[src/sv/braub_pkg.sv]
// ----------------------------------------------------------------------------
// braub_pkg
// shared opcodes, widths and types of the bytecode register alu/branch unit
// ----------------------------------------------------------------------------
package braub_pkg;

  localparam int unsigned NumRegs = 6;
  localparam int unsigned RegIdxW = 3;
  localparam int unsigned DataW   = 64;
  localparam int unsigned KindW   = 6;

  typedef enum logic [KindW-1:0] {
    OP_MOV    = 6'd8,
    OP_LDI    = 6'd10,
    OP_ADD    = 6'd11,
    OP_SUB    = 6'd12,
    OP_MUL    = 6'd13,
    OP_DIV    = 6'd14,
    OP_BEQ1   = 6'd15,
    OP_BEQ0   = 6'd16,
    OP_BLT0   = 6'd17,
    OP_BGT0   = 6'd18,
    OP_BNE1   = 6'd19,
    OP_BNE0   = 6'd20,
    OP_BGE0   = 6'd21,
    OP_BLE0   = 6'd22,
    OP_JMP    = 6'd23,
    OP_BOOL   = 6'd24,
    OP_AND    = 6'd25,
    OP_OR     = 6'd26,
    OP_NOT    = 6'd27,
    OP_PRINT  = 6'd50,
    OP_LDI2   = 6'd51
  } opcode_e;

  // classified operation handed from front to back
  typedef enum logic [3:0] {
    CL_NOP, CL_MOV, CL_LDI, CL_ADD, CL_SUB, CL_MUL, CL_DIV,
    CL_BR, CL_BOOL, CL_AND, CL_OR, CL_NOT, CL_PRINT
  } op_class_e;

  typedef struct packed {
    op_class_e          op;
    logic [KindW-1:0]   kind;
    logic [RegIdxW-1:0] src;
    logic [RegIdxW-1:0] dst;
    logic [DataW-1:0]   imm;
  } uop_t;

  typedef struct packed {
    logic             branch_taken;
    logic [DataW-1:0] branch_offset;
    logic             print_valid;
    logic [DataW-1:0] print_value;
    logic             status;
  } result_t;

endpackage

[src/sv/braub_if.sv]
// ----------------------------------------------------------------------------
// braub_in_if / braub_out_if
// valid/ready channels carrying instructions and results
// ----------------------------------------------------------------------------
interface braub_in_if;
  logic                             valid;
  logic                             ready;
  logic [braub_pkg::KindW-1:0]      kind;
  logic [braub_pkg::RegIdxW-1:0]    src_reg;
  logic [braub_pkg::RegIdxW-1:0]    dst_reg;
  logic signed [braub_pkg::DataW-1:0] immediate;
  modport source (output valid, kind, src_reg, dst_reg, immediate, input ready);
  modport sink   (input valid, kind, src_reg, dst_reg, immediate, output ready);
endinterface

interface braub_out_if;
  logic                               valid;
  logic                               ready;
  logic                               branch_taken;
  logic signed [braub_pkg::DataW-1:0] branch_offset;
  logic                               print_valid;
  logic signed [braub_pkg::DataW-1:0] print_value;
  logic                               status;
  modport source (output valid, branch_taken, branch_offset, print_valid, print_value,
                  status, input ready);
  modport sink   (input valid, branch_taken, branch_offset, print_valid, print_value,
                  status, output ready);
endinterface

[src/sv/braub_front.sv]
// ----------------------------------------------------------------------------
// braub_front
// accepts instructions, decodes them and pushes them into a two-entry queue
// ----------------------------------------------------------------------------
module braub_front (
  input  logic                 clk_i,
  input  logic                 rst_ni,
  braub_in_if.sink             in_i,
  output braub_pkg::uop_t      uop_o,
  output logic                 uop_valid_o,
  input  logic                 uop_pop_i
);

  braub_pkg::uop_t  fifo_q [2];
  logic             wp_q, rp_q;
  logic [1:0]       cnt_q;
  braub_pkg::uop_t  dec;
  logic             push;

  always_comb begin
    dec.kind = in_i.kind;
    dec.src  = in_i.src_reg;
    dec.dst  = in_i.dst_reg;
    dec.imm  = in_i.immediate;
    unique case (in_i.kind)
      braub_pkg::OP_MOV:                       dec.op = braub_pkg::CL_MOV;
      braub_pkg::OP_LDI, braub_pkg::OP_LDI2:   dec.op = braub_pkg::CL_LDI;
      braub_pkg::OP_ADD:                       dec.op = braub_pkg::CL_ADD;
      braub_pkg::OP_SUB:                       dec.op = braub_pkg::CL_SUB;
      braub_pkg::OP_MUL:                       dec.op = braub_pkg::CL_MUL;
      braub_pkg::OP_DIV:                       dec.op = braub_pkg::CL_DIV;
      braub_pkg::OP_BEQ1, braub_pkg::OP_BEQ0, braub_pkg::OP_BLT0, braub_pkg::OP_BGT0,
      braub_pkg::OP_BNE1, braub_pkg::OP_BNE0, braub_pkg::OP_BGE0, braub_pkg::OP_BLE0,
      braub_pkg::OP_JMP:                       dec.op = braub_pkg::CL_BR;
      braub_pkg::OP_BOOL:                      dec.op = braub_pkg::CL_BOOL;
      braub_pkg::OP_AND:                       dec.op = braub_pkg::CL_AND;
      braub_pkg::OP_OR:                        dec.op = braub_pkg::CL_OR;
      braub_pkg::OP_NOT:                       dec.op = braub_pkg::CL_NOT;
      braub_pkg::OP_PRINT:                     dec.op = braub_pkg::CL_PRINT;
      default:                                 dec.op = braub_pkg::CL_NOP;
    endcase
  end

  assign in_i.ready  = (cnt_q != 2'd2);
  assign push        = in_i.valid && in_i.ready;
  assign uop_valid_o = (cnt_q != 2'd0);
  assign uop_o       = fifo_q[rp_q];

  always_ff @(posedge clk_i) begin
    if (push) fifo_q[wp_q] <= dec;
  end

  always_ff @(posedge clk_i or negedge rst_ni) begin
    if (!rst_ni) begin
      wp_q  <= 1'b0;
      rp_q  <= 1'b0;
      cnt_q <= 2'd0;
    end else begin
      if (push) wp_q <= ~wp_q;
      if (uop_pop_i) rp_q <= ~rp_q;
      cnt_q <= cnt_q + {1'b0, push} - {1'b0, uop_pop_i};
    end
  end

endmodule

[src/sv/braub_back.sv]
// ----------------------------------------------------------------------------
// braub_back
// register file, alu with sequential multiplier/divider, result register
// ----------------------------------------------------------------------------
module braub_back (
  input  logic            clk_i,
  input  logic            rst_ni,
  input  braub_pkg::uop_t uop_i,
  input  logic            uop_valid_i,
  output logic            uop_pop_o,
  braub_out_if.source     out_o
);

  localparam int unsigned W = braub_pkg::DataW;

  typedef enum logic [3:0] {
    ST_IDLE = 4'b0001,
    ST_MUL  = 4'b0010,
    ST_DIV  = 4'b0100,
    ST_FIN  = 4'b1000
  } state_e;

  state_e              state_q, state_d;
  logic [W-1:0]        rf_q [braub_pkg::NumRegs];
  logic [W-1:0]        s, d;
  logic                dneg;
  logic                taken;
  braub_pkg::result_t  res_q;
  logic                ovalid_q;
  logic                out_free;

  // iterative unit: 64 steps of one bit
  logic [W-1:0]        acc_q, opa_q, opb_q;
  logic [W-1:0]        rem_q;
  logic [5:0]          cnt_q;
  logic                qneg_q;
  logic [W:0]          trial;
  logic [W-1:0]        rem_sh;

  always_comb begin
    s = (uop_i.src < braub_pkg::RegIdxW'(braub_pkg::NumRegs)) ? rf_q[uop_i.src] : '0;
    d = (uop_i.dst < braub_pkg::RegIdxW'(braub_pkg::NumRegs)) ? rf_q[uop_i.dst] : '0;
  end
  assign dneg = d[W-1];

  always_comb begin
    unique case (uop_i.kind)
      braub_pkg::OP_BEQ1: taken = (d == W'(1));
      braub_pkg::OP_BEQ0: taken = (d == '0);
      braub_pkg::OP_BLT0: taken = dneg;
      braub_pkg::OP_BGT0: taken = !dneg && d != '0;
      braub_pkg::OP_BNE1: taken = (d != W'(1));
      braub_pkg::OP_BNE0: taken = (d != '0);
      braub_pkg::OP_BGE0: taken = !dneg;
      braub_pkg::OP_BLE0: taken = dneg || d == '0;
      braub_pkg::OP_JMP:  taken = 1'b1;
      default:            taken = 1'b0;
    endcase
  end

  assign out_free     = !ovalid_q || out_o.ready;
  assign rem_sh       = {rem_q[W-2:0], opa_q[W-1]};
  assign trial        = {1'b0, rem_sh} - {1'b0, opb_q};

  always_comb begin
    state_d   = state_q;
    uop_pop_o = 1'b0;
    unique case (state_q)
      ST_IDLE: if (uop_valid_i && out_free) begin
        if (uop_i.op == braub_pkg::CL_MUL) state_d = ST_MUL;
        else if (uop_i.op == braub_pkg::CL_DIV && s != '0) state_d = ST_DIV;
        else uop_pop_o = 1'b1;
      end
      ST_MUL, ST_DIV: if (cnt_q == 6'd63) state_d = ST_FIN;
      ST_FIN: begin
        uop_pop_o = 1'b1;
        state_d   = ST_IDLE;
      end
      default: state_d = ST_IDLE;
    endcase
  end

  // iterative datapath
  always_ff @(posedge clk_i) begin
    if (state_q == ST_IDLE) begin
      acc_q  <= '0;
      rem_q  <= '0;
      cnt_q  <= '0;
      qneg_q <= d[W-1] ^ s[W-1];
      if (uop_i.op == braub_pkg::CL_MUL) begin
        opa_q <= d;
        opb_q <= s;
      end else begin
        opa_q <= d[W-1] ? -d : d;
        opb_q <= s[W-1] ? -s : s;
      end
    end else if (state_q == ST_MUL) begin
      // shift-add, lsb first
      if (opa_q[0]) acc_q <= acc_q + opb_q;
      opa_q <= opa_q >> 1;
      opb_q <= opb_q << 1;
      cnt_q <= cnt_q + 6'd1;
    end else if (state_q == ST_DIV) begin
      // restoring division, msb first; quotient bits enter acc
      if (!trial[W]) begin
        rem_q <= trial[W-1:0];
        acc_q <= {acc_q[W-2:0], 1'b1};
      end else begin
        rem_q <= rem_sh;
        acc_q <= {acc_q[W-2:0], 1'b0};
      end
      opa_q <= opa_q << 1;
      cnt_q <= cnt_q + 6'd1;
    end
  end

  logic          wr_en;
  logic [W-1:0]  wr_val;

  always_comb begin
    wr_en  = 1'b0;
    wr_val = '0;
    if (state_q == ST_FIN) begin
      wr_en  = 1'b1;
      wr_val = (uop_i.op == braub_pkg::CL_DIV && qneg_q) ? -acc_q : acc_q;
    end else if (state_q == ST_IDLE && uop_pop_o) begin
      unique case (uop_i.op)
        braub_pkg::CL_MOV:  begin wr_en = 1'b1; wr_val = s; end
        braub_pkg::CL_LDI:  begin wr_en = 1'b1; wr_val = uop_i.imm; end
        braub_pkg::CL_ADD:  begin wr_en = 1'b1; wr_val = d + s; end
        braub_pkg::CL_SUB:  begin wr_en = 1'b1; wr_val = d - s; end
        braub_pkg::CL_BOOL: begin wr_en = 1'b1; wr_val = W'(s != '0); end
        braub_pkg::CL_AND:  begin wr_en = 1'b1; wr_val = W'(s != '0 && d != '0); end
        braub_pkg::CL_OR:   begin wr_en = 1'b1; wr_val = W'(s != '0 || d != '0); end
        braub_pkg::CL_NOT:  begin wr_en = 1'b1; wr_val = W'(s == '0); end
        default: ;
      endcase
    end
  end

  always_ff @(posedge clk_i or negedge rst_ni) begin
    if (!rst_ni) begin
      for (int i = 0; i < braub_pkg::NumRegs; i++) rf_q[i] <= '0;
    end else if (wr_en && uop_i.dst < braub_pkg::RegIdxW'(braub_pkg::NumRegs)) begin
      rf_q[uop_i.dst] <= wr_val;
    end
  end

  always_ff @(posedge clk_i or negedge rst_ni) begin
    if (!rst_ni) begin
      state_q  <= ST_IDLE;
      ovalid_q <= 1'b0;
    end else begin
      state_q <= state_d;
      if (uop_pop_o) ovalid_q <= 1'b1;
      else if (out_o.ready) ovalid_q <= 1'b0;
    end
  end

  always_ff @(posedge clk_i) begin
    if (uop_pop_o) begin
      res_q.branch_taken  <= taken;
      res_q.branch_offset <= taken ? uop_i.imm : '0;
      res_q.print_valid   <= (uop_i.op == braub_pkg::CL_PRINT);
      res_q.print_value   <= (uop_i.op == braub_pkg::CL_PRINT) ? s : '0;
      res_q.status        <= (uop_i.op == braub_pkg::CL_DIV && s == '0);
    end
  end

  assign out_o.valid         = ovalid_q;
  assign out_o.branch_taken  = res_q.branch_taken;
  assign out_o.branch_offset = res_q.branch_offset;
  assign out_o.print_valid   = res_q.print_valid;
  assign out_o.print_value   = res_q.print_value;
  assign out_o.status        = res_q.status;

endmodule

[src/sv/bytecode_register_alu_branch_unit.sv]
// ----------------------------------------------------------------------------
// bytecode_register_alu_branch_unit
// executes one bytecode instruction per request against six 64-bit registers
// ----------------------------------------------------------------------------
// A request is decoded in the front and queued (two entries), then executed
// by the back, which reads and writes the register file and fills a result
// register. Simple operations and branches complete in the back end's idle
// state, so the unit sustains one request per cycle for them while the
// output is ready; multiply and divide run a shared one-bit-per-cycle shift
// unit and hold the back end until its finish state. Divide by zero sets
// status and completes at once. The register file is cleared by reset.
module bytecode_register_alu_branch_unit (
  input  logic        clk_i,
  input  logic        rst_ni,
  braub_in_if.sink    in_i,
  braub_out_if.source out_o
);

  braub_pkg::uop_t uop;
  logic            uop_valid, uop_pop;

  braub_front u_front (
    .clk_i, .rst_ni, .in_i,
    .uop_o(uop), .uop_valid_o(uop_valid), .uop_pop_i(uop_pop)
  );

  braub_back u_back (
    .clk_i, .rst_ni, .uop_i(uop), .uop_valid_i(uop_valid),
    .uop_pop_o(uop_pop), .out_o
  );

  a_pop_needs_entry: assert property (@(posedge clk_i) disable iff (!rst_ni)
    uop_pop |-> uop_valid) else $error("pop of empty queue");

  a_pop_gives_result: assert property (@(posedge clk_i) disable iff (!rst_ni)
    uop_pop |=> out_o.valid) else $error("result lost");

  a_not_taken_zero: assert property (@(posedge clk_i) disable iff (!rst_ni)
    (out_o.valid && !out_o.branch_taken) |-> out_o.branch_offset == '0)
    else $error("offset without branch");

endmodule
[src/flat_wrapper.sv]
// flat-port wrapper written by rule: the top's interface ports become plain ports
module bytecode_register_alu_branch_unit_flat 
  (clk_i, rst_ni, in_i_valid, in_i_kind, in_i_src_reg, in_i_dst_reg, in_i_immediate, in_i_ready, out_o_valid, out_o_branch_taken, out_o_branch_offset, out_o_print_valid, out_o_print_value, out_o_status, out_o_ready);
  braub_in_if in_i_i ();
  braub_out_if out_o_i ();
  input  logic clk_i;
  input  logic rst_ni;
  input wire logic [$bits(in_i_i.valid)-1:0] in_i_valid;
  input wire logic [$bits(in_i_i.kind)-1:0] in_i_kind;
  input wire logic [$bits(in_i_i.src_reg)-1:0] in_i_src_reg;
  input wire logic [$bits(in_i_i.dst_reg)-1:0] in_i_dst_reg;
  input wire logic [$bits(in_i_i.immediate)-1:0] in_i_immediate;
  output wire logic [$bits(in_i_i.ready)-1:0] in_i_ready;
  output wire logic [$bits(out_o_i.valid)-1:0] out_o_valid;
  output wire logic [$bits(out_o_i.branch_taken)-1:0] out_o_branch_taken;
  output wire logic [$bits(out_o_i.branch_offset)-1:0] out_o_branch_offset;
  output wire logic [$bits(out_o_i.print_valid)-1:0] out_o_print_valid;
  output wire logic [$bits(out_o_i.print_value)-1:0] out_o_print_value;
  output wire logic [$bits(out_o_i.status)-1:0] out_o_status;
  input wire logic [$bits(out_o_i.ready)-1:0] out_o_ready;
  assign in_i_i.valid = in_i_valid;
  assign in_i_i.kind = in_i_kind;
  assign in_i_i.src_reg = in_i_src_reg;
  assign in_i_i.dst_reg = in_i_dst_reg;
  assign in_i_i.immediate = in_i_immediate;
  assign in_i_ready = in_i_i.ready;
  assign out_o_valid = out_o_i.valid;
  assign out_o_branch_taken = out_o_i.branch_taken;
  assign out_o_branch_offset = out_o_i.branch_offset;
  assign out_o_print_valid = out_o_i.print_valid;
  assign out_o_print_value = out_o_i.print_value;
  assign out_o_status = out_o_i.status;
  assign out_o_i.ready = out_o_ready;
  bytecode_register_alu_branch_unit u_core (.clk_i(clk_i), .rst_ni(rst_ni), .in_i(in_i_i), .out_o(out_o_i));
endmodule
[config.mk]
export PLATFORM = sky130hd
export DESIGN_NAME = bytecode_register_alu_branch_unit_flat
export DESIGN_NICKNAME = d
export VERILOG_FILES = /design/src/sv/braub_pkg.sv /design/src/sv/braub_if.sv /design/src/sv/braub_front.sv /design/src/sv/braub_back.sv /design/src/sv/bytecode_register_alu_branch_unit.sv /design/src/flat_wrapper.sv
export SDC_FILE = /design/constraint.sdc
export NUM_CORES = 2
export LEC_CHECK = 0
export BUFFER_PORTS_ARGS = -buffer_cell sky130_fd_sc_hd__buf_2
export CORE_ASPECT_RATIO = 0.6
export CORE_MARGIN = 3
export CORE_UTILIZATION = 35
export DETAILED_ROUTE_END_ITERATION = 7
export SYNTH_ARGS = -nofsm -noshare
export SYNTH_HDL_FRONTEND = slang
export SYNTH_HIERARCHICAL = 1
export SYNTH_SLANG_ARGS = --single-unit
[constraint.sdc]
create_clock -name clk_i -period 16.3 [get_ports clk_i]
set_input_delay 2.445 -clock clk_i [delete_from_list [all_inputs] [get_ports clk_i]]
set_output_delay 2.445 -clock clk_i [all_outputs]
set_load 0.01 [all_outputs]
==> run summary <==
Fillers: 17,451
Clk_lat worst skew: 0.75 ns
Largest area contributor in the netlist: edfxtp_1
GRT Util Overall: 0.278
CP Capture Type: flop
Critical Path Source Type: flop
Final setup vio count: 0
Crit path time final: 10.17 ns
Post-Synthesis Cells: 6,808
Failing checks: design-rule violations
Nets: 7,120
NetSw: 6810 µW
Register area: 25,100 µm²
Hold Violations, Final: 0
Worst r2r src: u_core/u_front/rp_q$_DFFE_PN0P_
CTS tree: done
Hpwl dp: 192,000 µm
Post-CTS setup repair buffer count: 0
Clock Skews: 0.0850 ns
Row cnt: 118
Asr flop ratio synth: 0.415
Static Leakage: 0.0285 µW
P_int: 7160 µW
Die W: 545 µm
Clk pin slew, worst setup/hold paths: 0.07 ns
Final Cycle Share: 0.624
Seq pwr share: 0.276
Max Freq: 98.4 MHz
Crit path kind: reg -> reg
Hold-fix buffers, CTS: 0
Wirelength per Cell: 28.0 µm
Main combinational cell family by area after synthesis: compound AO/OA/AOI/OAI gates
Via density: 5.99
Hold path depth: 2
WL final: 260,000 µm
Max Root-Sink Buffers: 3
Pre-CTS WS: 6.83 ns
Vias in the first global route: 50,351
Register-to-register setup slack: 6.13 ns
I/O Buffers: 212
Detail Route Antenna Nets: 0
Pin count of the biggest net entering global routing: 191
Reg2reg path depth: 27
Core area: 173,000 µm²
Final GP Congestion: 1.01
Post-synthesis mux area share: 0.0879
First-pass GRT wire length: 369,000 µm
Initial antenna violation count: 29
Remaining Overflow, GRT: 0
Sw frac: 0.487
Worst EP required: 16.96 ns
Clock Tree Root: clkbuf_16
Synth Area in XOR/XNOR: 0.0573
Worst setup margin: 6.13 ns
Crit Path Max Fanout: 35
Via count of the routed design: 55,686
Iteration-0 DRC count of the detailed router: 7,816
Synthesized Nets: 7,089
Non-Filler Instances: 9,304
Max rail drop VDD: 0.110 mV
RR Endpoint: u_core/u_back/rf_q[125]$_DFFE_PN0P_
Clock sinks: 946
Status: finished with violations
PwrDens: 205 nW/µm²
Critical hold path startpoint: u_core/u_back/rem_q[1]$_SDFFE_PP0P_
Post-synth top flop: edfxtp_1
CTS buffer count: 98
Cell Area, Synth: 61,100 µm²
Most frequent cell after synthesis: nand2_1
Post-synth EDFFs: 420
Worst hold-check path type: reg -> reg
Yosys reg bits: 946
Dpl cells: 9,078
Logic pwr share: 0.546
Slew HR: 0.0265
Area of the multi-input gates: 33,500 µm²
Simple-gate share of the synthesized area: 0.165
H-tree levels: 3
Arrival @ worst endpoint: 10.83 ns
Area share of fa/ha/maj cells after synthesis: 0.0415
Distinct cells, synth: 102
Synth Area in Compound Gates: 0.192
Share of cells above drive strength 1: 0.127
Post-route DRC: 15
Worst-Margin Slew: 1.46 ns
Register area share after synthesis: 0.411
Area contributors post-synth: edfxtp_1 (21%), dfrtp_1 (16%), nand2_1 (6.8%), o21ai_0 (4.5%), dfxtp_1 (4.4%)
Average size of a mapped cell: 8.97 µm²
Post-CTS sizing: 0
Yosys warns: 6
Clock share of power: 0.177
Die area: 180,000 µm²
TritonRoute pass-1 iters: 8
Area Growth Syn to Fin: 11.5%
Setup_tns: 0 ns
Die height: 330 µm
Max-cap violations: 0
Unrepaired setup endpoints after global routing: false
Final Max Slew Viols: 0
Ports: 213
Starting Density: 0.353
Post-synth top area share: 0.206
Hold endpoint: u_core/u_back/rem_q[1]$_SDFFE_PP0P_
Top post-synthesis cells by count: nand2_1 (1,099), nor2_1 (594), o21ai_0 (550), a21oi_1 (491), edfxtp_1 (420)
==> power groups by stage <==
| stage | registers (µW) | logic, µW | clock network (µW) |
|---|---|---|---|
| 5_1_grt | 3930 | 8050 | 2610 |
| 3_3_place_gp | 3880 | 7280 | 0 |
| 6_report | 3860 | 7630 | 2480 |
| 4_1_cts | 3850 | 7370 | 2510 |
| 2_1_floorplan | 3850 | 4640 | 0 |
| 3_5_place_dp | 3890 | 7340 | 0 |
==> cell families after synthesis <==
kind of cell             count (synthesis)
AO/OA/AOI/OAI                         1887
XOR/XNOR                               400
adder cells (fa/ha/maj)                201
buffers and inverters                  639
flip-flops                             946
multiplexers                           441
AND/OR/NAND/NOR                       2294
==> registers in the layout, indices dropped and copies added, names as in the netlist, 4 cells and up <==
name / flops
u_core/u_front/fifo_q: 160
u_core/u_back/state_q: 4
u_core/u_back/out_o.print_value: 64
u_core/u_back/rem_q: 63
u_core/u_back/rf_q: 384
u_core/u_back/acc_q: 64
u_core/u_back/opa_q: 64
u_core/u_back/opb_q: 64
u_core/u_back/out_o.branch_offset: 64
u_core/u_back/cnt_q: 6
==> metrics by stage <==
step | utilization | hold WS (ns) | area, µm² | power (µW)
4_1_cts | 0.393 | 0.473 | 68000 | 13700
2_1_floorplan | - | 0.440 | 61100 | 8490
3_5_place_dp | 0.373 | 0.464 | 64500 | 11200
5_1_grt | 0.393 | 0.491 | 68100 | 14600
3_3_place_gp | 0.373 | 0.457 | 64500 | 11200
6_report | 0.394 | 0.472 | 68100 | 14000
==> how the worst max path moves through the flow <==
stage	slack, ns	start	end
after floorplan	9.34	u_core/u_front/rp_q$_DFFE_PN0P_	u_core/u_front/cnt_q[1]$_DFF_PN0_
final	6.13	u_core/u_front/rp_q$_DFFE_PN0P_	u_core/u_back/rf_q[125]$_DFFE_PN0P_
after global placement	6.97	u_core/u_front/rp_q$_DFFE_PN0P_	u_core/u_back/rf_q[125]$_DFFE_PN0P_
after detailed placement	6.83	u_core/u_front/rp_q$_DFFE_PN0P_	u_core/u_back/rf_q[125]$_DFFE_PN0P_
after global routing	6.02	u_core/u_front/rp_q$_DFFE_PN0P_	u_core/u_back/rf_q[236]$_DFFE_PN0P_
after CTS	6.76	u_core/u_front/rp_q$_DFFE_PN0P_	u_core/u_back/rf_q[183]$_DFFE_PN0P_
==> worst max-delay path, cell delays in order, from the launching register on <==
cell	delay [ns]
dfrtp_4	0.51
buf_4	0.64
mux2_4	0.51
buf_4	0.37
buf_4	0.37
or2_2	0.35
o22ai_1	0.11
a21oi_1	0.44
nand4_1	0.27
nor4b_4	0.55
and2_1	0.55
nand3_1	0.19
or3_1	0.41
nand2b_1	0.21
nor4_1	0.38
o21ai_0	0.17
mux2_2	0.29
ha_1	0.41
and3_1	0.28
nand2_1	0.12
nor3_1	0.28
and2_1	0.17
a31oi_1	0.11
a311oi_1	1.04
nor2_1	0.15
or4_1	0.44
a31oi_1	0.40
mux2_2	0.25
==> routing by layer <==
metal,GRT usage,part of all wire
met3,0.108,0.14
met2,0.358,0.37
met4,0.0921,0.036
met5,0.0136,0.0014
met1,0.412,0.45
==> layout by cell type (no fill, tap or decap), drive strengths merged, types with 34 or more instances in the layout <==
cell type     n
o31ai        40
a22oi        44
clkbuf      122
inv         206
o21ai       572
dfrtp       392
nor2b       103
xor2        174
mux2        226
nor3         99
o211ai       54
xnor2       226
a221oi       39
o22ai        74
o21bai       44
and2         38
edfxtp      420
nand2      1099
a211oi       55
diode        42
mux2i       185
clkinv       34
and3         40
ha          198
nand2b       47
nor2        595
a21oi       495
buf         373
nand3        82
dfxtp       133
a21o        121
nand4        57
a31oi       112
==> cell type report <==
| cell class | count | area share |
|---|---|---|
| multi-input combinational | 5223 | 0.491 |
| sequential | 946 | 0.369 |
| tap | 2340 | 0.0430 |
| clock buffer | 122 | 0.0397 |
| timing repair buffer | 373 | 0.0336 |
| clock inverter | 61 | 0.0113 |
| inverter | 197 | 0.0109 |
| antenna | 42 | 0.00154 |
(Power assumes the default switching activity.)
